==> src/rtl/bps_pkg.sv <==
// Shared types, constants and tables of the ballistic pitch solver.
package bps_pkg;

  localparam int ANGLE_FRAC_BITS = 14;
  localparam int CORDIC_STAGES   = 16;
  localparam int PITCH_SH        = 30 - ANGLE_FRAC_BITS;

  localparam logic [19:0] GRAVITY_RESET = 20'd641158;
  localparam logic [10:0] SPEED_SCALE   = 11'd2000;
  localparam logic [17:0] TIME_SCALE    = 18'd256000;
  localparam logic [23:0] TIME_MAX      = 24'hFFFFFF;

  // Square root cells: radicand, root and remainder widths.
  localparam int DELTA_W     = 120;
  localparam int ROOT_W      = 60;
  localparam int SQREM_W     = 64;
  localparam int DELTA_STEPS = 60;
  localparam int MAG_STEPS   = 29;

  // CORDIC datapath widths.
  localparam int CRD_W = 34;
  localparam int ANG_W = 33;

  // Divider cells.
  localparam int DIV_STEPS = 24;
  localparam int DIVREM_W  = 64;
  localparam int DIVDEN_W  = 68;

  typedef struct packed {
    logic [15:0]        muzzle_speed;
    logic [15:0]        horiz_distance;
    logic signed [15:0] rel_height;
  } item_t;

  typedef struct packed {
    logic               no_solution;
    logic signed [15:0] pitch_angle;
    logic [23:0]        flight_time;
  } result_t;

  // atan(2^-i) in Q30 radians, rounded down.
  function automatic logic signed [ANG_W-1:0] atan_q30(input logic [4:0] idx);
    logic signed [ANG_W-1:0] r;
    case (idx)
      5'd0:    r = 33'sd843314856;
      5'd1:    r = 33'sd497837829;
      5'd2:    r = 33'sd263043836;
      5'd3:    r = 33'sd133525158;
      5'd4:    r = 33'sd67021686;
      5'd5:    r = 33'sd33543515;
      5'd6:    r = 33'sd16775850;
      5'd7:    r = 33'sd8388437;
      5'd8:    r = 33'sd4194282;
      5'd9:    r = 33'sd2097149;
      5'd10:   r = 33'sd1048575;
      5'd11:   r = 33'sd524287;
      5'd12:   r = 33'sd262143;
      5'd13:   r = 33'sd131071;
      5'd14:   r = 33'sd65535;
      5'd15:   r = 33'sd32767;
      5'd16:   r = 33'sd16383;
      5'd17:   r = 33'sd8191;
      5'd18:   r = 33'sd4095;
      5'd19:   r = 33'sd2047;
      5'd20:   r = 33'sd1023;
      5'd21:   r = 33'sd511;
      5'd22:   r = 33'sd255;
      5'd23:   r = 33'sd127;
      default: r = '0;
    endcase
    return r;
  endfunction

  // Side data traveling with the discriminant square root.
  typedef struct packed {
    logic        vld;
    logic        nosol;
    logic [15:0] d;
    logic [15:0] v;
    logic [58:0] b;
    logic        cneg;
    logic [59:0] cmag;
  } sq_sb_t;

  // Side data traveling with the CORDIC.
  typedef struct packed {
    logic        vld;
    logic        nosol;
    logic [15:0] d;
    logic [15:0] v;
    logic [27:0] xn;
    logic [27:0] yn;
  } cd_sb_t;

  // Side data traveling with the magnitude square root.
  typedef struct packed {
    logic               vld;
    logic               nosol;
    logic [15:0]        d;
    logic signed [15:0] pitch;
    logic [43:0]        den;
  } mg_sb_t;

  // Side data traveling with the divider.
  typedef struct packed {
    logic               vld;
    logic               nosol;
    logic signed [15:0] pitch;
    logic               sat;
  } dv_sb_t;

endpackage

==> src/rtl/bps_cordic_cell.sv <==
// One CORDIC vectoring cell: rotates toward the x axis and accumulates the angle.
module bps_cordic_cell import bps_pkg::*; (
  input  logic                    clk_i,
  input  logic [4:0]              stage_i,
  input  logic signed [CRD_W-1:0] x_i,
  input  logic signed [CRD_W-1:0] y_i,
  input  logic signed [ANG_W-1:0] z_i,
  output logic signed [CRD_W-1:0] x_o,
  output logic signed [CRD_W-1:0] y_o,
  output logic signed [ANG_W-1:0] z_o
);

  logic signed [CRD_W-1:0] dx, dy, x_d, y_d, x_q, y_q;
  logic signed [ANG_W-1:0] z_d, z_q;

  always_comb begin
    // Arithmetic shifts floor toward minus infinity, as the angle math expects.
    dx = y_i >>> stage_i;
    dy = x_i >>> stage_i;
    if (!y_i[CRD_W-1]) begin
      x_d = x_i + dx;
      y_d = y_i - dy;
      z_d = z_i + atan_q30(stage_i);
    end else begin
      x_d = x_i - dx;
      y_d = y_i + dy;
      z_d = z_i - atan_q30(stage_i);
    end
  end

  always_ff @(posedge clk_i) begin
    x_q <= x_d;
    y_q <= y_d;
    z_q <= z_d;
  end

  assign x_o = x_q;
  assign y_o = y_q;
  assign z_o = z_q;

endmodule

==> config.mk <==
export PLATFORM = sky130hd
export DESIGN_NAME = bps_cordic_cell
export DESIGN_NICKNAME = d
export VERILOG_FILES = /design/src/rtl/bps_pkg.sv /design/src/rtl/bps_cordic_cell.sv
export SDC_FILE = /design/constraint.sdc
export NUM_CORES = 1
export LEC_CHECK = 0
export BUFFER_PORTS_ARGS = -buffer_cell sky130_fd_sc_hd__buf_2
export CAP_MARGIN = 20
export CORE_MARGIN = 2
export CORE_UTILIZATION = 45
export CTS_BUF_LIST = sky130_fd_sc_hd__clkbuf_4 sky130_fd_sc_hd__clkbuf_8
export DETAILED_ROUTE_END_ITERATION = 7
export PLACE_DENSITY_LB_ADDON = 0.08
export SYNTH_ARGS = -nofsm -noshare
export SYNTH_HDL_FRONTEND = slang
export SYNTH_SLANG_ARGS = --single-unit
==> constraint.sdc <==
create_clock -name clk_i -period 15.45 [get_ports clk_i]
set_input_delay 2.3175 -clock clk_i [delete_from_list [all_inputs] [get_ports clk_i]]
set_output_delay 2.3175 -clock clk_i [all_outputs]
set_load 0.02 [all_outputs]
==> flow_metrics.tcl <==
set metrics [dict create \
    worstMarginPinSlew_ns 1.110 \
    start_util_pct 45.41 \
    synth_top_cell_by_area "dfxtp_1" \
    grt_remaining_overflow 0 \
    viasPerCell 6.416 \
    holdBufCountCts 0 \
    antenna_left 0 \
    slew_headroom_pct 26.03 \
    muxShareOfSynthArea_pct 20.32 \
    diodes 0 \
    grt_start_max_net_pins 83 \
    ys_warn_count 0 \
    placed_cell_area_sq_um 15870 \
    worstSetupEndpointType "flop" \
    cts-root-buf "clkbuf_8" \
    grt_pass1_vias 13750 \
    portBuffers 207 \
    synth-main-ff-cell "dfxtp_1" \
    fin_tns_setup_ns 0 \
    grt_pass1_wl_mm 81.91 \
    post-cts-setup-buffer-count 0 \
    finalNetCount 2119 \
    place_hpwl_mm 41.66 \
    detail_route.wl_per_cell_microns 23.29 \
    hold_violations 0 \
    synth-edff-count 0 \
    pwr-share-comb_pct 63.3 \
    route.detailed.drc 0 \
    power_density_nw_per_um2 96.29 \
    worst_slack_ns 6.116 \
    synth_seq_cells 101 \
    layoutNonFillerInstCount 2347 \
    clkTransAtPathRegs_ns 0.12 \
    status "finished, final reports clean" \
    cts_num_sinks 101 \
    drtIter0Drc 1593 \
    syn_inst 1774 \
    avgSynthCellArea_sq_um 8.287 \
    antenna_found_initial 0 \
    via_count 15060 \
    setup_viol 0 \
    synthSimpleGateAreaFrac_pct 16.99 \
    rows 66 \
    path_max_fanout 67 \
    vdd_drop_max_mv 0.05081 \
    ys_seq_area_share_pct 13.75 \
    worstPathArrival_ns 9.71 \
    synth.distinct_cells 96 \
    syn2layout_area_growth_pct 9.295 \
    crit_type "input port to flop" \
    grt.total_usage_pct 31.53 \
    cts-buffers-inserted 9 \
    fmax_mhz 107.1 \
    finalWirelength_mm 54.67 \
    hold_slack_ns 2.164 \
    p_leak_nw 6.864 \
    placed_cells 2332 \
    crit_required_ns 15.83 \
    dr.pass1.iters 7 \
    synth_fa_ha_area_share_pct 9.601 \
    period_share_pct 60.42 \
    intPower_w 0.0008273 \
    clockBufferDepth 2 \
    cts_max_level 3 \
    synth_top_area_share_pct 13.75 \
    power.share.clock_pct 11.7 \
    die-width_microns 184.7 \
    core_sq_um 32370 \
    pre_cts_slack_ns 5.999 \
    synth_top_family_by_area "compound AO/OA/AOI/OAI gates" \
    cts_tree "built" \
    hold_class "input port to flop" \
    pwr-share-seq_pct 25.0 \
    drv_cap 0 \
    synth_xor_area_share_pct 9.235 \
    p_sw_w 0.0007198 \
    critPathLaunchType "input port" \
    synth.net_count 1992 \
    die-area_sq_um 34130 \
    ys_top_cells_by_area "dfxtp_1, mux4_2, ha_1" \
    async_reset_ff_share_pct 0 \
    synth_compound_area_share_pct 25.11 \
    place_congestion 0.9787 \
    fin_crit_ns 9.334 \
    drive_gt1_share_pct 20.68 \
    maxSlewViolCount 0 \
    finalInstanceArea_sq_um 16070 \
    cts_resized 0 \
    die_h_microns 184.7 \
    io_pins 208 \
    netlist_area_sq_um 14700 \
    swShare_pct 46.52 \
    rsz0062_at_grt "no" \
]
area by class of cell:
cell class              count  area (sq um)
fillers                  3276         16300
multi-input cells        1518         11960
flip-flops and latches    101          2022
repair buffers            220          1147
well taps                 442         553.0
inverters                  51         191.4
clock buffers              12         152.6
clock inverters             3         43.79
path summary, 6_finish.rpt:
path / startpoint / end / slack, ns / depth (start not counted)
min: y_i[0] / y_o[0]$_DFF_P_ / 2.16 / 2
max: stage_i[2] / y_o[33]$_DFF_P_ / 6.12 / 22
routing by layer:
metal  vias up  routed length [microns]  global-route usage (%)
met1      7098                    23170                   42.43
li1       6989                        -                       -
met4         0                     2354                   13.56
met5         -                        0                       0
met2       838                    23820                   48.60
met3       134                     5333                   6.797
cells in the mapped netlist, drive strengths merged, types with 25 or more instances:
cell	instances
inv	50
a21oi	151
dfxtp	101
nor2	155
nand3	39
mux4	77
clkbuf	46
nor3	34
nand2	122
xnor2	99
buf	58
mux2	46
mux2i	73
ha	108
o21ai	96
a21o	52
a31oi	25
xor2	56
registers in the layout (all words and copies together), names as in the netlist:
| name | flops |
|---|---|
| x_o | 34 |
| y_o | 34 |
| z_o | 33 |
logic make-up after synthesis:
kind of cell / after synthesis
AOI/OAI and AO/OA: 553
and+or+nand+nor: 503
muxes: 196
xor gates and xnor gates: 155
buffers and inverters: 155
adders and majority gates: 111
DFF: 101
stage by stage:
step                total power, W  utilization [%]
floorplan                 0.001087                -
global placement          0.001358            49.03
detailed placement        0.001360            49.03
CTS                       0.001550            49.63
global route              0.001658            49.63
finish                    0.001547            49.63
worst max-delay path, cell delays in order:
cell and delay (ns):
buf_4 0.58, buf_4 0.74, nand2b_1 0.42, o22ai_1 0.27, a2bb2oi_1 0.60, nor4bb_1 0.82, nand3_1 0.38, nor2b_1 0.44
nor2_1 0.12, a21oi_1 0.17, o22ai_1 0.09, ha_1 0.35, inv_1 0.11, o21bai_1 0.10, a2111oi_0 0.67, o21ai_0 0.25
a31o_2 0.29, a41o_1 0.22, a21oi_1 0.18, o21bai_1 0.13, o31ai_1 0.27, xnor2_1 0.15
layout by cell type, fill, tap and decap left out, types with 20 or more instances in the layout:
cell	netlist	final
a21o_1	52	52
a21oi_1	151	151
a31oi_1	25	25
and3_1	21	21
buf_2	26	203
dfxtp_1	101	101
ha_1	108	108
inv_1	50	50
mux2_2	42	42
mux2i_1	72	72
mux4_2	77	77
nand2_1	121	121
nand2b_1	24	24
nand3_1	39	39
nor2_1	155	154
nor2b_1	24	24
nor3_1	33	32
o211ai_1	22	22
o21a_1	22	22
o21ai_0	85	85
o22ai_1	20	20
xnor2_1	99	99
xor2_1	56	56
power groups by stage:
stage               Clock (W)  Sequential [W]  Combinational [W]
global route         0.000200        0.000398            0.00106
floorplan                   0        0.000537           0.000550
global placement            0        0.000393           0.000965
CTS                  0.000192        0.000389           0.000970
detailed placement          0        0.000395           0.000965
finish               0.000180        0.000387           0.000979
No activity file was read; power rests on OpenSTA's default activity.
