<file path="config.mk">
export PLATFORM = sky130hd
export DESIGN_NAME = bps_sqrt_cell
export DESIGN_NICKNAME = d
export VERILOG_FILES = /design/src/rtl/bps_pkg.sv /design/src/rtl/bps_sqrt_cell.sv
export SDC_FILE = /design/constraint.sdc
export NUM_CORES = 1
export LEC_CHECK = 0
export BUFFER_PORTS_ARGS = -buffer_cell sky130_fd_sc_hd__buf_4
export CORE_AREA = 2 2 190 192
export CTS_BUF_LIST = sky130_fd_sc_hd__clkbuf_4 sky130_fd_sc_hd__clkbuf_8
export DETAILED_ROUTE_END_ITERATION = 8
export DIE_AREA = 0 0 192 194
export SLEW_MARGIN = 20
export SYNTH_ARGS = -nofsm -noshare
export SYNTH_HDL_FRONTEND = slang
export SYNTH_SLANG_ARGS = --single-unit
</file>
<file path="constraint.sdc">
create_clock -name clk_i -period 3.95 [get_ports clk_i]
set_input_delay 0.395 -clock clk_i [delete_from_list [all_inputs] [get_ports clk_i]]
set_output_delay 0.395 -clock clk_i [all_outputs]
set_load 0.005 [all_outputs]
</file>
<file path="src/rtl/bps_pkg.sv">
// Shared types, constants and tables of the ballistic pitch solver.
package bps_pkg;

  localparam int ANGLE_FRAC_BITS = 14;
  localparam int CORDIC_STAGES   = 16;
  localparam int PITCH_SH        = 30 - ANGLE_FRAC_BITS;

  localparam logic [19:0] GRAVITY_RESET = 20'd641158;
  localparam logic [10:0] SPEED_SCALE   = 11'd2000;
  localparam logic [17:0] TIME_SCALE    = 18'd256000;
  localparam logic [23:0] TIME_MAX      = 24'hFFFFFF;

  // Square root cells: radicand, root and remainder widths.
  localparam int DELTA_W     = 120;
  localparam int ROOT_W      = 60;
  localparam int SQREM_W     = 64;
  localparam int DELTA_STEPS = 60;
  localparam int MAG_STEPS   = 29;

  // CORDIC datapath widths.
  localparam int CRD_W = 34;
  localparam int ANG_W = 33;

  // Divider cells.
  localparam int DIV_STEPS = 24;
  localparam int DIVREM_W  = 64;
  localparam int DIVDEN_W  = 68;

  typedef struct packed {
    logic [15:0]        muzzle_speed;
    logic [15:0]        horiz_distance;
    logic signed [15:0] rel_height;
  } item_t;

  typedef struct packed {
    logic               no_solution;
    logic signed [15:0] pitch_angle;
    logic [23:0]        flight_time;
  } result_t;

  // atan(2^-i) in Q30 radians, rounded down.
  function automatic logic signed [ANG_W-1:0] atan_q30(input logic [4:0] idx);
    logic signed [ANG_W-1:0] r;
    case (idx)
      5'd0:    r = 33'sd843314856;
      5'd1:    r = 33'sd497837829;
      5'd2:    r = 33'sd263043836;
      5'd3:    r = 33'sd133525158;
      5'd4:    r = 33'sd67021686;
      5'd5:    r = 33'sd33543515;
      5'd6:    r = 33'sd16775850;
      5'd7:    r = 33'sd8388437;
      5'd8:    r = 33'sd4194282;
      5'd9:    r = 33'sd2097149;
      5'd10:   r = 33'sd1048575;
      5'd11:   r = 33'sd524287;
      5'd12:   r = 33'sd262143;
      5'd13:   r = 33'sd131071;
      5'd14:   r = 33'sd65535;
      5'd15:   r = 33'sd32767;
      5'd16:   r = 33'sd16383;
      5'd17:   r = 33'sd8191;
      5'd18:   r = 33'sd4095;
      5'd19:   r = 33'sd2047;
      5'd20:   r = 33'sd1023;
      5'd21:   r = 33'sd511;
      5'd22:   r = 33'sd255;
      5'd23:   r = 33'sd127;
      default: r = '0;
    endcase
    return r;
  endfunction

  // Side data traveling with the discriminant square root.
  typedef struct packed {
    logic        vld;
    logic        nosol;
    logic [15:0] d;
    logic [15:0] v;
    logic [58:0] b;
    logic        cneg;
    logic [59:0] cmag;
  } sq_sb_t;

  // Side data traveling with the CORDIC.
  typedef struct packed {
    logic        vld;
    logic        nosol;
    logic [15:0] d;
    logic [15:0] v;
    logic [27:0] xn;
    logic [27:0] yn;
  } cd_sb_t;

  // Side data traveling with the magnitude square root.
  typedef struct packed {
    logic               vld;
    logic               nosol;
    logic [15:0]        d;
    logic signed [15:0] pitch;
    logic [43:0]        den;
  } mg_sb_t;

  // Side data traveling with the divider.
  typedef struct packed {
    logic               vld;
    logic               nosol;
    logic signed [15:0] pitch;
    logic               sat;
  } dv_sb_t;

endpackage

</file>
<file path="src/rtl/bps_sqrt_cell.sv">
// One cell of the digit-by-digit square root: two radicand bits per cell.
module bps_sqrt_cell import bps_pkg::*; (
  input  logic               clk_i,
  input  logic [DELTA_W-1:0] rad_i,
  input  logic [ROOT_W-1:0]  root_i,
  input  logic [SQREM_W-1:0] rem_i,
  output logic [DELTA_W-1:0] rad_o,
  output logic [ROOT_W-1:0]  root_o,
  output logic [SQREM_W-1:0] rem_o
);

  logic [DELTA_W-1:0] rad_d, rad_q;
  logic [ROOT_W-1:0]  root_d, root_q;
  logic [SQREM_W-1:0] rem_d, rem_q, rem_sh, trial;

  always_comb begin
    rem_sh = {rem_i[SQREM_W-3:0], rad_i[DELTA_W-1 -: 2]};
    trial  = {{(SQREM_W-ROOT_W-2){1'b0}}, root_i, 2'b01};
    rad_d  = {rad_i[DELTA_W-3:0], 2'b00};
    if (rem_sh >= trial) begin
      rem_d  = rem_sh - trial;
      root_d = {root_i[ROOT_W-2:0], 1'b1};
    end else begin
      rem_d  = rem_sh;
      root_d = {root_i[ROOT_W-2:0], 1'b0};
    end
  end

  always_ff @(posedge clk_i) begin
    rad_q  <= rad_d;
    root_q <= root_d;
    rem_q  <= rem_d;
  end

  assign rad_o  = rad_q;
  assign root_o = root_q;
  assign rem_o  = rem_q;

endmodule

</file>
==> results of run 1 <==
worst max-delay path, stage by stage:
cell	delay (ns)
dlygate4sd3_1	0.57
buf_4	0.15
ha_1	0.38
a211o_1	0.34
o311ai_2	0.26
a21oi_1	0.22
o31ai_1	0.28
nand2b_1	0.17
a31o_1	0.27
a21oi_4	0.23
buf_12	0.31
buf_4	0.28
xnor2_1	0.14
registers in the layout, indices dropped and copies added (netlist names):
| register | flops |
|---|---|
| rem_o | 64 |
| root_o | 60 |
| rad_o | 118 |
Yosys cell counts, drive strengths merged, types with 4 or more instances:
| cell type | instances | area (um^2) |
|---|---|---|
| a21boi | 5 | 37.5 |
| a21o | 35 | 263 |
| a21oi | 74 | 374 |
| a31oi | 6 | 43.8 |
| and2 | 4 | 27.5 |
| and3 | 4 | 25.0 |
| buf | 18 | 110 |
| clkbuf | 25 | 95.1 |
| dfxtp | 242 | 4840 |
| ha | 62 | 776 |
| inv | 82 | 308 |
| mux2 | 5 | 56.3 |
| nand2 | 113 | 424 |
| nand2b | 6 | 37.5 |
| nand3 | 12 | 65.1 |
| nand4 | 24 | 150 |
| nor2 | 49 | 184 |
| nor3 | 12 | 60.1 |
| o21a | 8 | 60.1 |
| o21ai | 94 | 474 |
| o21bai | 21 | 158 |
| o31ai | 12 | 118 |
| xnor2 | 36 | 315 |
| xor2 | 23 | 201 |
layout by cell type, fill, tap and decap left out, types with 5 or more instances in the layout:
| master | Yosys | final |
|---|---|---|
| a21o_1 | 35 | 35 |
| nand2b_1 | 6 | 6 |
| nand3_1 | 11 | 11 |
| a31oi_1 | 5 | 5 |
| xnor2_1 | 36 | 36 |
| nand4_1 | 24 | 24 |
| inv_1 | 81 | 81 |
| a21oi_1 | 73 | 72 |
| o21bai_1 | 21 | 21 |
| nor3_1 | 12 | 12 |
| clkbuf_8 | 0 | 53 |
| xor2_1 | 23 | 23 |
| nand2_1 | 113 | 113 |
| dlygate4sd3_1 | 0 | 225 |
| o21a_1 | 8 | 8 |
| clkbuf_4 | 0 | 11 |
| o31ai_1 | 10 | 10 |
| dfxtp_1 | 242 | 242 |
| ha_1 | 62 | 62 |
| nor2_1 | 49 | 49 |
| buf_4 | 8 | 492 |
| o21ai_0 | 34 | 34 |
| o21ai_1 | 59 | 59 |
final timing paths:
path	start	depth (start not counted)	endpoint	slack (ns)
setup / recovery	rem_i[5]	13	rem_o[0]$_DFF_P_	0.41
hold / removal	rem_i[16]	3	rem_o[18]$_DFF_P_	0.04
per-layer routing:
metal | GRT usage | share of wire | up-vias
met1 | 0.209 | 0.37 | 4597
li1 | - | - | 4928
met2 | 0.379 | 0.52 | 412
met3 | 0.0519 | 0.073 | 70
met4 | 0.0826 | 0.037 | 0
met5 | 0 | 0 | -
area by class of cell:
type / count / area share
Tap cell: 461 / 0.0341
Antenna cell: 2 / 0.000296
Multi-Input combinational cell: 650 / 0.251
Timing Repair Buffer: 718 / 0.353
Clock buffer: 64 / 0.0480
Clock inverter: 11 / 0.00844
Sequential cell: 242 / 0.287
Inverter: 82 / 0.0182
where the power goes:
part / internal [mW] / switching, mW / total, mW
Clock: 1.52 / 1.08 / 2.60
Combinational: 0.915 / 0.784 / 1.70
Sequential: 2.69 / 0.0734 / 2.76
Total: 5.12 / 1.94 / 7.06
per-stage QoR:
stage,hold slack [ns],setup WS [ns]
after floorplan,0.423,0.983
after global placement,0.500,0.395
after detailed placement,0.501,0.357
after CTS,0.00271,0.415
after global routing,0.0170,0.135
final,0.0365,0.413
timing repair:
action,CTS,global route
gates resized for setup,0,0
endpoints found under the hold margin,225,0
hold buffers,225,0
logic make-up (layout without fill, tap and decap cells):
kind of cell	count (synthesis)	after routing	synth area share
fa+ha+maj	62	62	0.0809
other cells	1	4	0.000391
buf+inv	125	875	0.0535
compound gates	284	284	0.189
simple gates	238	238	0.112
flops	242	242	0.505
mux	5	5	0.00587
xor+xnor	59	59	0.0539
==> summary.md, run 1 <==
| Metric | Value |
|---|---|
| Status | complete, no violations |
| Synth-to-layout area growth | 76.2% |
| Vias | 10,000 |
| Flops & latches, synth | 242 |
| Final Cell Area | 0.0169 mm^2 |
| Max FO, Critical Path | 72 |
| Via-to-Cell Ratio | 4.49 |
| Utilization after layout | 0.480 |
| Mapped Area | roughly 0.0096 mm^2 |
| First-pass GRT wire length | 57.9 mm |
| Tcrit/Tclk final | 0.895 |
| Max-slew violations | 0 |
| Mapped Avg Cell Area | 9.44 um^2 |
| Fillers | 3,190 |
| EDFF count, synth | 0 |
| Unrepaired setup endpoints after global routing | no |
| Main synth FF type | dfxtp_1 |
| Die width | 192 um |
| Register Area | 0.00484 mm^2 |
| Final #Nets | between 2,000 and 2,500 |
| Die area | 0.0372 mm^2 |
| Row count | 69 |
| IO Count | 489 |
| Leakage power total | between 8 and 9 nW |
| CTS Root Cell | clkbuf_8 |
| Max-cap violations | 0 |
| Yosys cell types | 61 |
| Async S/R FF share, synth | 0 |
| Req. time, crit path | 4.46 ns |
| Yosys warns | 0 |
| H-tree levels | 2 |
| Total Wirelength | 38.9 mm |
| Post-Place Cells | slightly below 2,000 |
| Setup TNS | 0 ns |
| Share of cells above drive strength 1 | 0.331 |
| F_max | 0.283 GHz |
| Hpwl dp | 28.7 mm |
| CP startpoint kind | primary input |
| Largest net degree at the start of global routing | 73 |
| Buffer depth of the longest clock path | 3 |
| WL/cell | approximately 17 um |
| Initial Util | 0.272 |
| Pwr/cell area | roughly 420 mW/mm^2 |
| Fin cells | 2,230 |
| Die Y | around 190 um |
| Hold Vio Cnt, Final | 0 |
| Antenna violations before repair | 2 |
| Setup bufs post-CTS | 0 |
| Hold Crit Class | primary input to flop |
| Worst-path clk slew | 0.05 ns |
| Final setup fails | 0 |
| Gpl congestion | 0.858 |
| CTS tree | built |
| Total gr overflow | 0 |
| Gr usage total | 0.201 |
| Max VDD drop | 0.000386 V |
| Number of clock buffers inserted by TritonCTS | 44 |
| Core area | roughly 0.035 mm^2 |
| Total power | 7.06 mW |
| Clock sinks | 242 |
| Dpl cell area | 0.0137 mm^2 |
| Tmin final | 3.54 ns |
| Area of the multi-input gates | 0.00425 mm^2 |
| Antenna Violating Nets Remaining | 0 |
| Endpoint class of the critical path | flop |
| I/O Buffers | 484 |
| Seq/Total Area, Yosys | 0.505 |
| Number of global-route vias before repair | 10,400 |
| DRC errors left | 0 |
| DRT iter0 DRCs | slightly above 300 |
| First-pass DRT Iterations | 5 |
| Slew @ Worst Pin | between 0.5 and 0.6 ns |
| Relative max-transition margin | 0.635 |
| Mapped Cells | 1,016 |
| Crit Path Category | primary input to flop |
| Worst Path Arrival | slightly above 4 ns |
(Power assumes the default switching activity.)
==> run 2: changes to the inputs <==
Settings changed: GPL_TIMING_DRIVEN set to 0.
==> summary.md, run 2 (same netlist as run 1, synthesis figures left out) <==
| Metric | Value |
|---|---|
| Most numerous cell on the critical path | buf_4 |
| Slowest stage delay, CP | 0.58 ns |
| Slew @ Worst Pin | 0.707 ns |
| Tmin final | ~3.7 ns |
| Row count | 69 |
| Antenna Violating Nets Remaining | 0 |
| CP startpoint kind | primary input |
| Final setup fails | 0 |
| Die Y | between 150 and 200 um |
| Tcrit/Tclk final | 0.947 |
| Crit Path Category | primary input to flop |
| Via-to-Cell Ratio | 4.47 |
| Worst Hold Launch | rem_i[40] |
| Die area | 0.0372 mm^2 |
| Initial Util | 0.272 |
| IO Count | 489 |
| DRC errors left | 0 |
| Die width | 192 um |
| Most common cell after layout, fill and taps aside | buf_4 |
| Req. time, crit path | 4.43 ns |
| F_max | 0.267 GHz |
| GRT busiest layer | met2 |
| CTS Root Cell | clkbuf_8 |
| Antenna violations before repair | 1 |
| Synth-to-layout area growth | 77.2% |
| Core area | 0.0352 mm^2 |
| Endpoint class of the critical path | flop |
| Number of clock buffers inserted by TritonCTS | 43 |
| Largest net degree at the start of global routing | 12 |
| First-pass DRT Iterations | 5 |
| Worst Path Arrival | 4.22 ns |
| Clock sinks | 242 |
| Gr usage total | 0.206 |
| Status | complete, no violations |
| Vias | 10,100 |
| Total gr overflow | 0 |
| Worst hold endpoint | rem_o[42]$_DFF_P_ |
| Hold Crit Class | primary input to flop |
| H-tree levels | 2 |
| First-pass GRT wire length | 58.6 mm |
| DRT iter0 DRCs | 314 |
| CTS tree | built |
| Final hold slack | 0.0575 ns |
| CP max-delay cell | dlygate4sd3_1 |
| Max-cap violations | 0 |
| Pwr/cell area | a little over 400 mW/mm^2 |
| Unrepaired setup endpoints after global routing | no |
| Hpwl dp | 29.6 mm |
| Max VDD drop | 0.000330 V |
| Setup bufs post-CTS | 0 |
| Share of cells above drive strength 1 | 0.332 |
| Most frequent cells in the layout | buf_4, dfxtp_1, dlygate4sd3_1 |
| Worst path cell trace | dlygate4sd3_1, buf_4, ha_1, o21ai_1, a21oi_1, o311ai_2, a21oi_1, o31ai_1, nand2b_1, a31o_1, a21oi_2, buf_6, buf_4, buf_4, nand2_1, o21ai_1 |
| Worst-path clk slew | 0.05 ns |
| Max reg flops | 118 |
| WL/cell | 17.5 um |
| Number of global-route vias before repair | 10,600 |
| Setup TNS | 0 ns |
| Final #Nets | between 2,000 and 2,500 |
| Hold path depth | 2 |
| Max FO, Critical Path | 10 |
| I/O Buffers | 484 |
| Leakage power total | 8.12 nW |
| Hold Vio Cnt, Final | 0 |
| Met3 Usage GRT | 0.0500 |
| Gpl congestion | 0.877 |
| GRT met1 Usage | 0.210 |
| Buffer depth of the longest clock path | 3 |
| Max-slew violations | 0 |
| Relative max-transition margin | 0.524 |
| Total Wirelength | roughly 40 mm |
| Met2 Track Usage GR | 0.381 |
run 2: changes by cell type in the layout (fill, tap and decap cells not counted), sizes merged:
cell         previous run  this run
clkbuf                 64        89
buf                   493       502
clkinv                  5         7
diode                   2         1
dlygate4sd3           225       222
run 2: repair_timing:
action                                  in CTS  in global routing
hold buffers                               222                  0
gates resized for setup                      0                  4
endpoints found under the setup margin       0                 43
endpoints found under the hold margin      222                  0
run 2: layout make-up:
type                       count  area (um^2)
tap                          461          577
sequential                   242         4840
multi-input combinational    650         4240
fill                        3196        18200
buffer                        43          210
inverter                      82          308
timing repair buffer         706         5860
antenna                        1         2.50
clock buffer                  64          806
clock inverter                13          149
run 2: per-layer routing:
layer	vias to the layer above	wire length (um)
li1	4995	-
met1	4617	14300
met2	423	20400
met3	81	3070
met4	0	1860
met5	-	0
run 2: per-stage QoR:
stage | setup WS [ns] | util | instances | cell area, um^2 | total power [mW]
after detailed placement | -0.126 | 0.392 | 1962 | 13800 | 4.32
final | 0.211 | 0.483 | 2262 | 17000 | 7.03
after global placement | -0.105 | 0.392 | 1962 | 13800 | 4.31
after CTS | 0.0563 | 0.482 | 2261 | 17000 | 7.12
after global routing | 0.0306 | 0.483 | 2262 | 17000 | 7.40
after floorplan | 0.983 | - | 1017 | 9600 | 3.49
run 2: where the power goes:
group	internal, mW	switching, mW	leakage (nW)
registers	2.69	0.0698	2.04
clock network	1.51	1.06	0.504
logic	0.906	0.799	5.57
run 2: worst max-delay path by stage:
stage | start | endpoint
floorplan | root_i[5] | rem_o[63]$_DFF_P_
global placement | root_i[5] | rem_o[19]$_DFF_P_
detailed placement | root_i[5] | rem_o[51]$_DFF_P_
CTS | rem_i[2] | rem_o[51]$_DFF_P_
global route | root_i[13] | rem_o[51]$_DFF_P_
finish | rem_i[2] | rem_o[51]$_DFF_P_
run 2: critical path: cells and delay by family:
family / cells / cell delay (ns)
adder cells (fa/ha/maj): 1 / 0.33
AO/OA/AOI/OAI: 8 / 1.80
AND/OR/NAND/NOR: 2 / 0.26
buffers and inverters: 5 / 1.44
