### config.mk
export PLATFORM = sky130hd
export DESIGN_NAME = bps_div_cell
export DESIGN_NICKNAME = d
export VERILOG_FILES = /design/src/rtl/bps_pkg.sv /design/src/rtl/bps_div_cell.sv
export SDC_FILE = /design/constraint.sdc
export NUM_CORES = 1
export LEC_CHECK = 0
export BUFFER_PORTS_ARGS = -buffer_cell sky130_fd_sc_hd__buf_2
export CORE_MARGIN = 1
export CORE_UTILIZATION = 27
export DETAILED_ROUTE_END_ITERATION = 6
export HOLD_SLACK_MARGIN = 0.1
export PLACE_DENSITY_LB_ADDON = 0.08
export SKIP_CTS_REPAIR_TIMING = 1
export SYNTH_ARGS = -nofsm -noshare
export SYNTH_HDL_FRONTEND = slang
export SYNTH_SLANG_ARGS = --single-unit
### constraint.sdc
create_clock -name clk_i -period 6.53 [get_ports clk_i]
set_input_delay 1.959 -clock clk_i [delete_from_list [all_inputs] [get_ports clk_i]]
set_output_delay 1.959 -clock clk_i [all_outputs]
set_load 0.05 [all_outputs]
### src/rtl/bps_pkg.sv
// Shared types, constants and tables of the ballistic pitch solver.
package bps_pkg;

  localparam int ANGLE_FRAC_BITS = 14;
  localparam int CORDIC_STAGES   = 16;
  localparam int PITCH_SH        = 30 - ANGLE_FRAC_BITS;

  localparam logic [19:0] GRAVITY_RESET = 20'd641158;
  localparam logic [10:0] SPEED_SCALE   = 11'd2000;
  localparam logic [17:0] TIME_SCALE    = 18'd256000;
  localparam logic [23:0] TIME_MAX      = 24'hFFFFFF;

  // Square root cells: radicand, root and remainder widths.
  localparam int DELTA_W     = 120;
  localparam int ROOT_W      = 60;
  localparam int SQREM_W     = 64;
  localparam int DELTA_STEPS = 60;
  localparam int MAG_STEPS   = 29;

  // CORDIC datapath widths.
  localparam int CRD_W = 34;
  localparam int ANG_W = 33;

  // Divider cells.
  localparam int DIV_STEPS = 24;
  localparam int DIVREM_W  = 64;
  localparam int DIVDEN_W  = 68;

  typedef struct packed {
    logic [15:0]        muzzle_speed;
    logic [15:0]        horiz_distance;
    logic signed [15:0] rel_height;
  } item_t;

  typedef struct packed {
    logic               no_solution;
    logic signed [15:0] pitch_angle;
    logic [23:0]        flight_time;
  } result_t;

  // atan(2^-i) in Q30 radians, rounded down.
  function automatic logic signed [ANG_W-1:0] atan_q30(input logic [4:0] idx);
    logic signed [ANG_W-1:0] r;
    case (idx)
      5'd0:    r = 33'sd843314856;
      5'd1:    r = 33'sd497837829;
      5'd2:    r = 33'sd263043836;
      5'd3:    r = 33'sd133525158;
      5'd4:    r = 33'sd67021686;
      5'd5:    r = 33'sd33543515;
      5'd6:    r = 33'sd16775850;
      5'd7:    r = 33'sd8388437;
      5'd8:    r = 33'sd4194282;
      5'd9:    r = 33'sd2097149;
      5'd10:   r = 33'sd1048575;
      5'd11:   r = 33'sd524287;
      5'd12:   r = 33'sd262143;
      5'd13:   r = 33'sd131071;
      5'd14:   r = 33'sd65535;
      5'd15:   r = 33'sd32767;
      5'd16:   r = 33'sd16383;
      5'd17:   r = 33'sd8191;
      5'd18:   r = 33'sd4095;
      5'd19:   r = 33'sd2047;
      5'd20:   r = 33'sd1023;
      5'd21:   r = 33'sd511;
      5'd22:   r = 33'sd255;
      5'd23:   r = 33'sd127;
      default: r = '0;
    endcase
    return r;
  endfunction

  // Side data traveling with the discriminant square root.
  typedef struct packed {
    logic        vld;
    logic        nosol;
    logic [15:0] d;
    logic [15:0] v;
    logic [58:0] b;
    logic        cneg;
    logic [59:0] cmag;
  } sq_sb_t;

  // Side data traveling with the CORDIC.
  typedef struct packed {
    logic        vld;
    logic        nosol;
    logic [15:0] d;
    logic [15:0] v;
    logic [27:0] xn;
    logic [27:0] yn;
  } cd_sb_t;

  // Side data traveling with the magnitude square root.
  typedef struct packed {
    logic               vld;
    logic               nosol;
    logic [15:0]        d;
    logic signed [15:0] pitch;
    logic [43:0]        den;
  } mg_sb_t;

  // Side data traveling with the divider.
  typedef struct packed {
    logic               vld;
    logic               nosol;
    logic signed [15:0] pitch;
    logic               sat;
  } dv_sb_t;

endpackage

### src/rtl/bps_div_cell.sv
// One restoring divider cell: produces one quotient bit per cell.
module bps_div_cell import bps_pkg::*; (
  input  logic                clk_i,
  input  logic [DIVREM_W-1:0] rem_i,
  input  logic [DIVDEN_W-1:0] den_i,
  input  logic [23:0]         quot_i,
  output logic [DIVREM_W-1:0] rem_o,
  output logic [DIVDEN_W-1:0] den_o,
  output logic [23:0]         quot_o
);

  logic [DIVREM_W-1:0] rem_d, rem_q;
  logic [DIVDEN_W-1:0] den_d, den_q;
  logic [23:0]         quot_d, quot_q;
  logic                take;

  always_comb begin
    take   = {{(DIVDEN_W-DIVREM_W){1'b0}}, rem_i} >= den_i;
    rem_d  = take ? rem_i - den_i[DIVREM_W-1:0] : rem_i;
    quot_d = {quot_i[22:0], take};
    den_d  = den_i >> 1;
  end

  always_ff @(posedge clk_i) begin
    rem_q  <= rem_d;
    den_q  <= den_d;
    quot_q <= quot_d;
  end

  assign rem_o  = rem_q;
  assign den_o  = den_q;
  assign quot_o = quot_q;

endmodule

==> metrics, run 1 <==
outcome completed; worst setup margin 0.833 ns; drt pass-1 iters 4; max_cap viols 0; Yosys cell types 55; leakage dissipation 5.20 nW; Post-Syn Area 7660 um^2; clock sinks 155; YS warnings 0; HPWL after DPL 19.0 mm; Chip Height 170 um; ys async rst share 0%; core area 27900 um^2; Main synth FF type dfxtp_1; Slew headroom 56.9%; DRC 0; vias per inst 4.51; final count of negative-setup-slack endpoints 0; endpoints failing hold 0; Mapped Nets 1124; cell count after placement 1560; CTS tree yes; max-slew violation count 0; ANT nets after route 0; Max Fclk 176 MHz; total CTS buffers 17; Worst Hold Depth 1; die width 170 um; Critical Path RT 6.85 ns; Tmin final 5.70 ns; Seq/Total Area, Yosys 40.5%; period utilisation layout 87.2%; I/O pins 313; TNS Setup 0 ns; Util after Layout 36.8%; initial antenna violation count 3; critical path class input port to flip-flop; Post-Syn Area per Cell 8.49 um^2; total grt overflow 0; Worst Path Max Fanout 38; Iter 0 DRT Violations 289; CP Launch Type input port; synth-to-layout area growth 33.8%; first-pass GRT wire length 35.9 mm; Non-Filler Instances 1595; die area 29100 um^2; Crit path arrival time 6.02 ns; vias in the first global route 6850; Max VDD drop 0.117 mV; Pwr Density 280 nW/um^2; RSZ-0062 raised after global routing false; htree depth 4; row cnt 61; Final Net Count 1423; share of layout cells above drive strength 1 29.4%; vias post-DR 7201; average wire per standard cell 14.8 um; cell count after synthesis 902; Hold WC Path Type input port to flip-flop; DP Worst Slack 0.365 ns; Post-Route WL 23.5 mm; Clock transition at path regs 0.07 ns; EDFF count, synth 0; Total GRT Usage 16.0%; Clock Tree Buf Depth 2; # port buffers 310; total power 2.87 mW; GPL Wtd Cong 0.791; largest net degree at the start of global routing 53; flops & latches, synth 155; Worst Setup End Kind flip-flop; clock root cell clkbuf_16; Starting Density 27.5%; Least-Margin Pin Slew 0.640 ns
==> final timing paths <==
check / slack [ns] / startpoint / to
worst max-delay path: 0.83 / rem_i[0] / rem_o[1]
worst min-delay path: 1.62 / quot_i[19] / quot_o[20]
==> cell usage after synthesis, types with 2 or more instances <==
master	n	share of area (%)
dfxtp_1	155	40
nand2_1	112	5.5
o21ai_0	91	5.9
inv_1	80	3.9
a21oi_1	76	5.0
ha_1	64	10
a21o_1	38	3.7
nor2_1	37	1.8
xnor2_1	36	4.1
clkbuf_1	27	1.3
xor2_1	24	2.7
nand4_1	22	1.8
o21ai_1	13	0.85
o21bai_1	13	1.3
a31oi_1	8	0.65
nand3_1	8	0.52
o21a_1	7	0.69
nor3_1	6	0.39
o31ai_1	6	0.59
buf_6	5	0.73
nand2b_1	5	0.41
nor4_1	5	0.41
or3_1	5	0.41
a211oi_1	4	0.39
a221o_1	4	0.52
and3_1	4	0.33
o211ai_1	4	0.39
a21boi_0	3	0.29
a41oi_1	3	0.34
buf_2	3	0.20
clkbuf_2	3	0.20
nor2b_1	3	0.24
a221oi_1	2	0.23
a311o_1	2	0.26
a311oi_1	2	0.23
o221ai_1	2	0.23
or4_1	2	0.20
==> per-stage QoR <==
stage | cell area, um^2 | hold WS [ns]
CTS | 10200 | 1.59
global placement | 9600 | 2.06
floorplan | 7660 | 1.99
global route | 10200 | 1.59
detailed placement | 9600 | 2.06
finish | 10300 | 1.62
==> kinds of logic (layout without fill, tap and decap cells) <==
group           count (synthesis)  count (layout)  share of synthesized area [%]
compound gates                288             288                           22.9
other cells                     1               4                         0.0489
flops                         155             155                           40.5
mux                             2               2                          0.278
simple gates                  211             211                           12.2
xor+xnor                       60              60                           6.86
buf+inv                       120             432                           6.52
fa+ha+maj                      65              65                           10.7
==> per-layer routing <==
metal | part of all wire (%) | GRT usage, %
met5 | 0 | 0
met4 | 0.99 | 4.58
met3 | 5.8 | 4.07
met2 | 45 | 25.5
met1 | 48 | 21.3
==> worst max-delay path, cell delays in order <==
cell	delay, ns
buf_2	0.11
inv_1	0.05
ha_1	0.16
inv_1	0.05
fa_1	0.40
a21o_1	0.23
a311oi_1	0.33
o31ai_1	0.19
o22a_1	0.32
a221oi_2	0.42
o2111a_1	0.32
o211ai_1	0.17
a221o_1	0.43
o21ai_4	0.29
buf_12	0.23
mux2_1	0.34
==> cell usage in the layout (no fill, tap or decap), types with 5 or more instances in the layout <==
| cell | n |
|---|---|
| buf_2 | 310 |
| dfxtp_1 | 155 |
| nand2_1 | 112 |
| o21ai_0 | 91 |
| inv_1 | 80 |
| a21oi_1 | 76 |
| ha_1 | 64 |
| a21o_1 | 38 |
| nor2_1 | 37 |
| xnor2_1 | 36 |
| xor2_1 | 24 |
| nand4_1 | 22 |
| clkbuf_16 | 17 |
| o21bai_1 | 13 |
| o21ai_1 | 13 |
| nand3_1 | 8 |
| a31oi_1 | 8 |
| o21a_1 | 7 |
| nor3_1 | 6 |
| o31ai_1 | 6 |
| inv_6 | 6 |
| buf_4 | 6 |
| or3_1 | 5 |
| nand2b_1 | 5 |
| nor4_1 | 5 |
==> state kept, by name (all words and copies together), names as in the netlist <==
signal,flops
rem_o,64
den_o,67
quot_o,24
==> power by group <==
group | switching, mW | internal (mW)
sequential | 0.0117 | 1.00
clock | 0.460 | 0.655
combinational | 0.501 | 0.245
total | 0.973 | 1.90
==> layout make-up <==
type                       instances  area (um^2)
inverter                          81          304
fill                            2961        17600
timing repair buffer             319         1660
clock buffer                      17          425
sequential                       155         3100
antenna                            3         7.51
multi-input combinational        627         4060
clock inverter                    15          221
tap                              378          473
No activity file was read; power rests on OpenSTA's default activity.
==> inputs of run 2 (changes only) <==
Settings changed: CTS_CLUSTER_DIAMETER from default to 40, MAX_ROUTING_LAYER from default to met4.
==> run 2 against run 1 <==
  * Non-clock buffer count unchanged
  * Combinational power about the same
  * Via count down 0.40%
  * Sequential share of layout area unchanged
  * First-iteration DRC count up 1.7%
  * Critical path depth unchanged
  * Cell count unchanged
==> metrics, run 2 (synthesis results as in run 1) <==
outcome completed (unchanged); Clock Tree Buf Depth 2 (unchanged); Bufs and invs on worst path 4 (unchanged); die width 170 um (unchanged); RSZ-0062 raised after global routing false (unchanged); share of layout cells above drive strength 1 29.4% (unchanged); sequential share of power 35.2% (about the same); cell count after placement 1560 (unchanged); ANT nets after route 0 (unchanged); clock sinks 155 (unchanged); Most Used Layer, Global Route met2 (unchanged); Iter 0 DRT Violations 294 (was 289); GRT met2 Usage 25.5% (unchanged); Final Net Count 1423 (unchanged); Least-Margin Pin Slew 0.630 ns (was 0.640 ns); clock share of power 38.8% (about the same); synth-to-layout area growth 33.8% (unchanged); Pint 1.90 mW (about the same); Post-Route WL 23.5 mm (about the same); Worst Setup End Kind flip-flop (unchanged); I/O pins 313 (unchanged); GPL Wtd Cong 0.802 (was 0.791); initial antenna violation count 3 (unchanged); Worst path max stage delay 0.43 ns (about the same); leakage dissipation 5.20 nW (unchanged); total grt overflow 0 (unchanged); row cnt 61 (unchanged); filler cell count 2961 (unchanged); Pwr Density 280 nW/um^2 (about the same); Chip Height 170 um (unchanged); total CTS buffers 17 (unchanged); Total GRT Usage 16.5% (was 16.0%); clock root cell clkbuf_16 (unchanged); TNS Setup 0 ns (unchanged); final count of negative-setup-slack endpoints 0 (unchanged); CTS tree yes (unchanged); GR Util met3 3.81% (was 4.07%); HPWL after DPL 19.0 mm (unchanged); Non-Filler Instances 1595 (unchanged); core area 27900 um^2 (unchanged); max-slew violation count 0 (unchanged); die area 29100 um^2 (unchanged); vias in the first global route 6856 (was 6850); endpoints failing hold 0 (unchanged); Crit path arrival time 6.00 ns (was 6.02 ns); Hold WC Path Type input port to flip-flop (unchanged); Reg area 3100 um^2 (unchanged); Starting Density 27.5% (unchanged); max_cap viols 0 (unchanged); Max VDD drop 0.118 mV (was 0.117 mV); largest net degree at the start of global routing 53 (unchanged); Top Family by Delay on Critical Path compound AO/OA/AOI/OAI gates (unchanged); critical path's slowest cell a221o_1 (unchanged); CP Launch Type input port (unchanged); drt pass-1 iters 4 (unchanged); Comb power frac 25.9% (was 26.0%); Slew headroom 57.6% (was 56.9%); Largest register FFs 67 (unchanged); first-pass GRT wire length 35.9 mm (about the same); Worst Path Max Fanout 38 (unchanged); placed instance area 9600 um^2 (unchanged); htree depth 4 (unchanged); commonest non-fill, non-tap cell in the layout buf_2 (unchanged); Max Fclk 176 MHz (about the same); DRC 0 (unchanged); period utilisation layout 86.9% (was 87.2%); average wire per standard cell 14.7 um (was 14.8 um); total power 2.87 mW (about the same); # port buffers 310 (unchanged); Clock transition at path regs 0.07 ns (about the same); M1 GR Usage 21.4% (was 21.3%); CP Cell Sequence buf_2 -> inv_1 -> ha_1 -> inv_1 -> fa_1 -> a21o_1 -> a311oi_1 -> o31ai_1 -> o22a_1 -> a221oi_2 -> o2111a_1 -> o211ai_1 -> a221o_1 -> o21ai_4 -> buf_12 -> mux2_1 (unchanged); Tmin final 5.68 ns (was 5.70 ns); Sw Ratio 33.9% (about the same); NetSw 0.974 mW (was 0.973 mW); Multi-input gate area 4060 um^2 (unchanged); most frequent cells in the layout 310 x buf_2, 155 x dfxtp_1, 112 x nand2_1 (unchanged); Crit path top cell by count inv_1 (unchanged); vias post-DR 7172 (was 7201); Post-Layout Inst Area 10300 um^2 (unchanged); Critical Path RT 6.85 ns (about the same); critical path class input port to flip-flop (unchanged); vias per inst 4.50 (was 4.51)
-- run 2: cell counts in the layout (fill, tap and decap cells not counted) --
No cell type changed its count.
-- run 2: cell type report --
type / count / area share (%)
timing repair buffer: 319 / 16.2
clock buffer: 17 / 4.15
antenna: 3 / 0.0732
multi-input combinational: 627 / 39.6
tap: 378 / 4.61
clock inverter: 15 / 2.16
inverter: 81 / 2.97
sequential: 155 / 30.3
-- run 2: power groups by stage --
| stage | Clock, mW | Sequential, mW | Combinational, mW |
|---|---|---|---|
| 4_1_cts | 1.16 | 1.01 | 0.750 |
| 3_5_place_dp | 0 | 1.03 | 0.747 |
| 5_1_grt | 1.19 | 1.02 | 0.815 |
| 2_1_floorplan | 0 | 1.24 | 0.336 |
| 6_report | 1.12 | 1.01 | 0.746 |
| 3_3_place_gp | 0 | 1.03 | 0.749 |
-- run 2: per-layer routing --
layer | part of all wire, % | up-vias
li1 | - | 3725
met1 | 48 | 3209
met2 | 45 | 219
met3 | 5.1 | 19
met4 | 1.1 | 0
met5 | 0 | -
-- run 2: worst paths after layout --
check	startpoint	endpoint	slack, ns	depth (start not counted)
max	rem_i[0]	rem_o[1]	0.85	16
min	quot_i[19]	quot_o[20]	1.62	1
-- run 2: metrics by stage --
stage	setup WS [ns]	hold slack (ns)	utilization (%)
finish	0.854	1.62	36.8
global placement	0.363	2.06	34.4
detailed placement	0.365	2.06	34.4
floorplan	1.11	1.99	-
global route	0.515	1.59	36.8
CTS	0.804	1.59	36.8
==> inputs of run 3 (changes only) <==
Settings changed: CELL_PAD_IN_SITES_DETAIL_PLACEMENT from default to 0, CELL_PAD_IN_SITES_GLOBAL_PLACEMENT from default to 2, CORE_ASPECT_RATIO from default to 1.5.
==> run 3 against run 2 <==
  * Hold slack got worse by 0.0091 ns
  * Sequential share of layout area increased by 0.25 points
  * Power decreased by 3.1%
  * Via count increased by 0.42%
  * Combinational power increased by 1%
  * Design area decreased by 0.82%
  * Largest cell class unchanged
==> metrics, run 3 (synthesis results as in run 1) <==
clock sinks 155 (unchanged); Top Family by Delay on Critical Path compound AO/OA/AOI/OAI gates (unchanged); # port buffers 310 (unchanged); drt pass-1 iters 4 (unchanged); endpoints failing hold 0 (unchanged); TNS Setup 0 ns (unchanged); Chip Height 208 um (was 170 um); Bufs and invs on worst path 5 (was 4); Worst Setup End Kind flip-flop (unchanged); htree depth 4 (unchanged); Least-Margin Pin Slew 0.690 ns (was 0.630 ns); Tmin final 5.55 ns (was 5.68 ns); Slew headroom 53.5% (was 57.6%); Pwr Density 274 nW/um^2 (was 280 nW/um^2); die area 29100 um^2 (about the same); commonest non-fill, non-tap cell in the layout buf_2 (unchanged); max_cap viols 0 (unchanged); I/O pins 313 (unchanged); CP Cell Sequence buf_2 -> inv_1 -> ha_1 -> inv_1 -> fa_1 -> a21o_1 -> a311oi_1 -> o31ai_1 -> o22a_1 -> a221oi_2 -> o2111a_1 -> o211ai_1 -> a221o_1 -> o21ai_4 -> buf_12 -> buf_12 -> o21ai_0 (was buf_2 -> inv_1 -> ha_1 -> inv_1 -> fa_1 -> a21o_1 -> a311oi_1 -> o31ai_1 -> o22a_1 -> a221oi_2 -> o2111a_1 -> o211ai_1 -> a221o_1 -> o21ai_4 -> buf_12 -> mux2_1); clock root cell clkbuf_16 (unchanged); Final Net Count 1426 (was 1423); placed instance area 9570 um^2 (was 9600 um^2); Util after Layout 36.4% (was 36.8%); GPL Wtd Cong 0.835 (was 0.802); most frequent cells in the layout 310 x buf_2, 155 x dfxtp_1, 112 x nand2_1 (unchanged); Worst Path Max Fanout 48 (was 38); final count of negative-setup-slack endpoints 0 (unchanged); vias in the first global route 7427 (was 6856); leakage dissipation 5.18 nW (was 5.20 nW); Iter 0 DRT Violations 262 (was 294); row cnt 75 (was 61); largest net degree at the start of global routing 49 (was 53); vias post-DR 7202 (was 7172); CTS tree yes (unchanged); Clock transition at path regs 0.07 ns (about the same); Max Fclk 180 MHz (was 176 MHz); share of layout cells above drive strength 1 29.6% (was 29.4%); synth-to-layout area growth 32.7% (was 33.8%); Hold WC Path Type input port to flip-flop (unchanged); CP Launch Type input port (unchanged); critical path class input port to flip-flop (unchanged); total CTS buffers 17 (unchanged); Max VDD drop 0.183 mV (was 0.118 mV); HPWL after DPL 20.9 mm (was 19.0 mm); total grt overflow 0 (unchanged); Starting Density 27.4% (was 27.5%); first-pass GRT wire length 39.6 mm (was 35.9 mm); Crit path arrival time 5.87 ns (was 6.00 ns); Clock Tree Buf Depth 2 (unchanged); core area 28000 um^2 (was 27900 um^2); worst setup margin 0.975 ns (was 0.854 ns); ANT nets after route 0 (unchanged); DP Worst Slack 0.414 ns (was 0.365 ns); Post-Layout Inst Area 10200 um^2 (was 10300 um^2); critical path's slowest cell a221o_1 (unchanged); period utilisation layout 85.1% (was 86.9%); die width 140 um (was 170 um); DRC 0 (unchanged); Post-Route WL 25.2 mm (was 23.5 mm); vias per inst 4.60 (was 4.50); Largest register FFs 67 (unchanged); max-slew violation count 0 (unchanged); RSZ-0062 raised after global routing false (unchanged); initial antenna violation count 1 (was 3); Total GRT Usage 18.2% (was 16.5%); outcome completed (unchanged); average wire per standard cell 16.1 um (was 14.7 um); Worst path max stage delay 0.42 ns (was 0.43 ns); Critical Path RT 6.85 ns (about the same)
## run 3: report_power, final
part	leakage, nW	internal, mW	switching [mW]
logic	3.58	0.248	0.509
registers	1.31	1.00	0.0118
clock network	0.287	0.546	0.470
## run 3: layout make-up
class,instances,area (um^2)
clock buffer,17,425
inverter,81,304
clock inverter,15,173
antenna,1,2.50
fill,3021,17800
timing repair buffer,322,1670
sequential,155,3100
tap,346,433
multi-input combinational,627,4060
## run 3: per-stage QoR
step / total power [mW] / instances / hold slack [ns]
after floorplan: 1.57 / 902 / 1.99
after global placement: 1.80 / 1531 / 2.06
after detailed placement: 1.80 / 1531 / 2.06
after CTS: 2.83 / 1563 / 1.59
after global routing: 2.93 / 1564 / 1.59
final: 2.78 / 1564 / 1.61
## run 3: worst paths after layout
check | startpoint | to | cells after the start
max | rem_i[0] | rem_o[7] | 17
min | quot_i[2] | quot_o[3] | 1
## run 3: per-layer routing
metal | track usage, % | share of wire (%) | vias up
met1 | 19.1 | 41 | 3232
met2 | 33.4 | 53 | 219
li1 | - | - | 3729
met3 | 3.54 | 5.2 | 22
met5 | - | 0 | -
met4 | 6.44 | 1.6 | 0
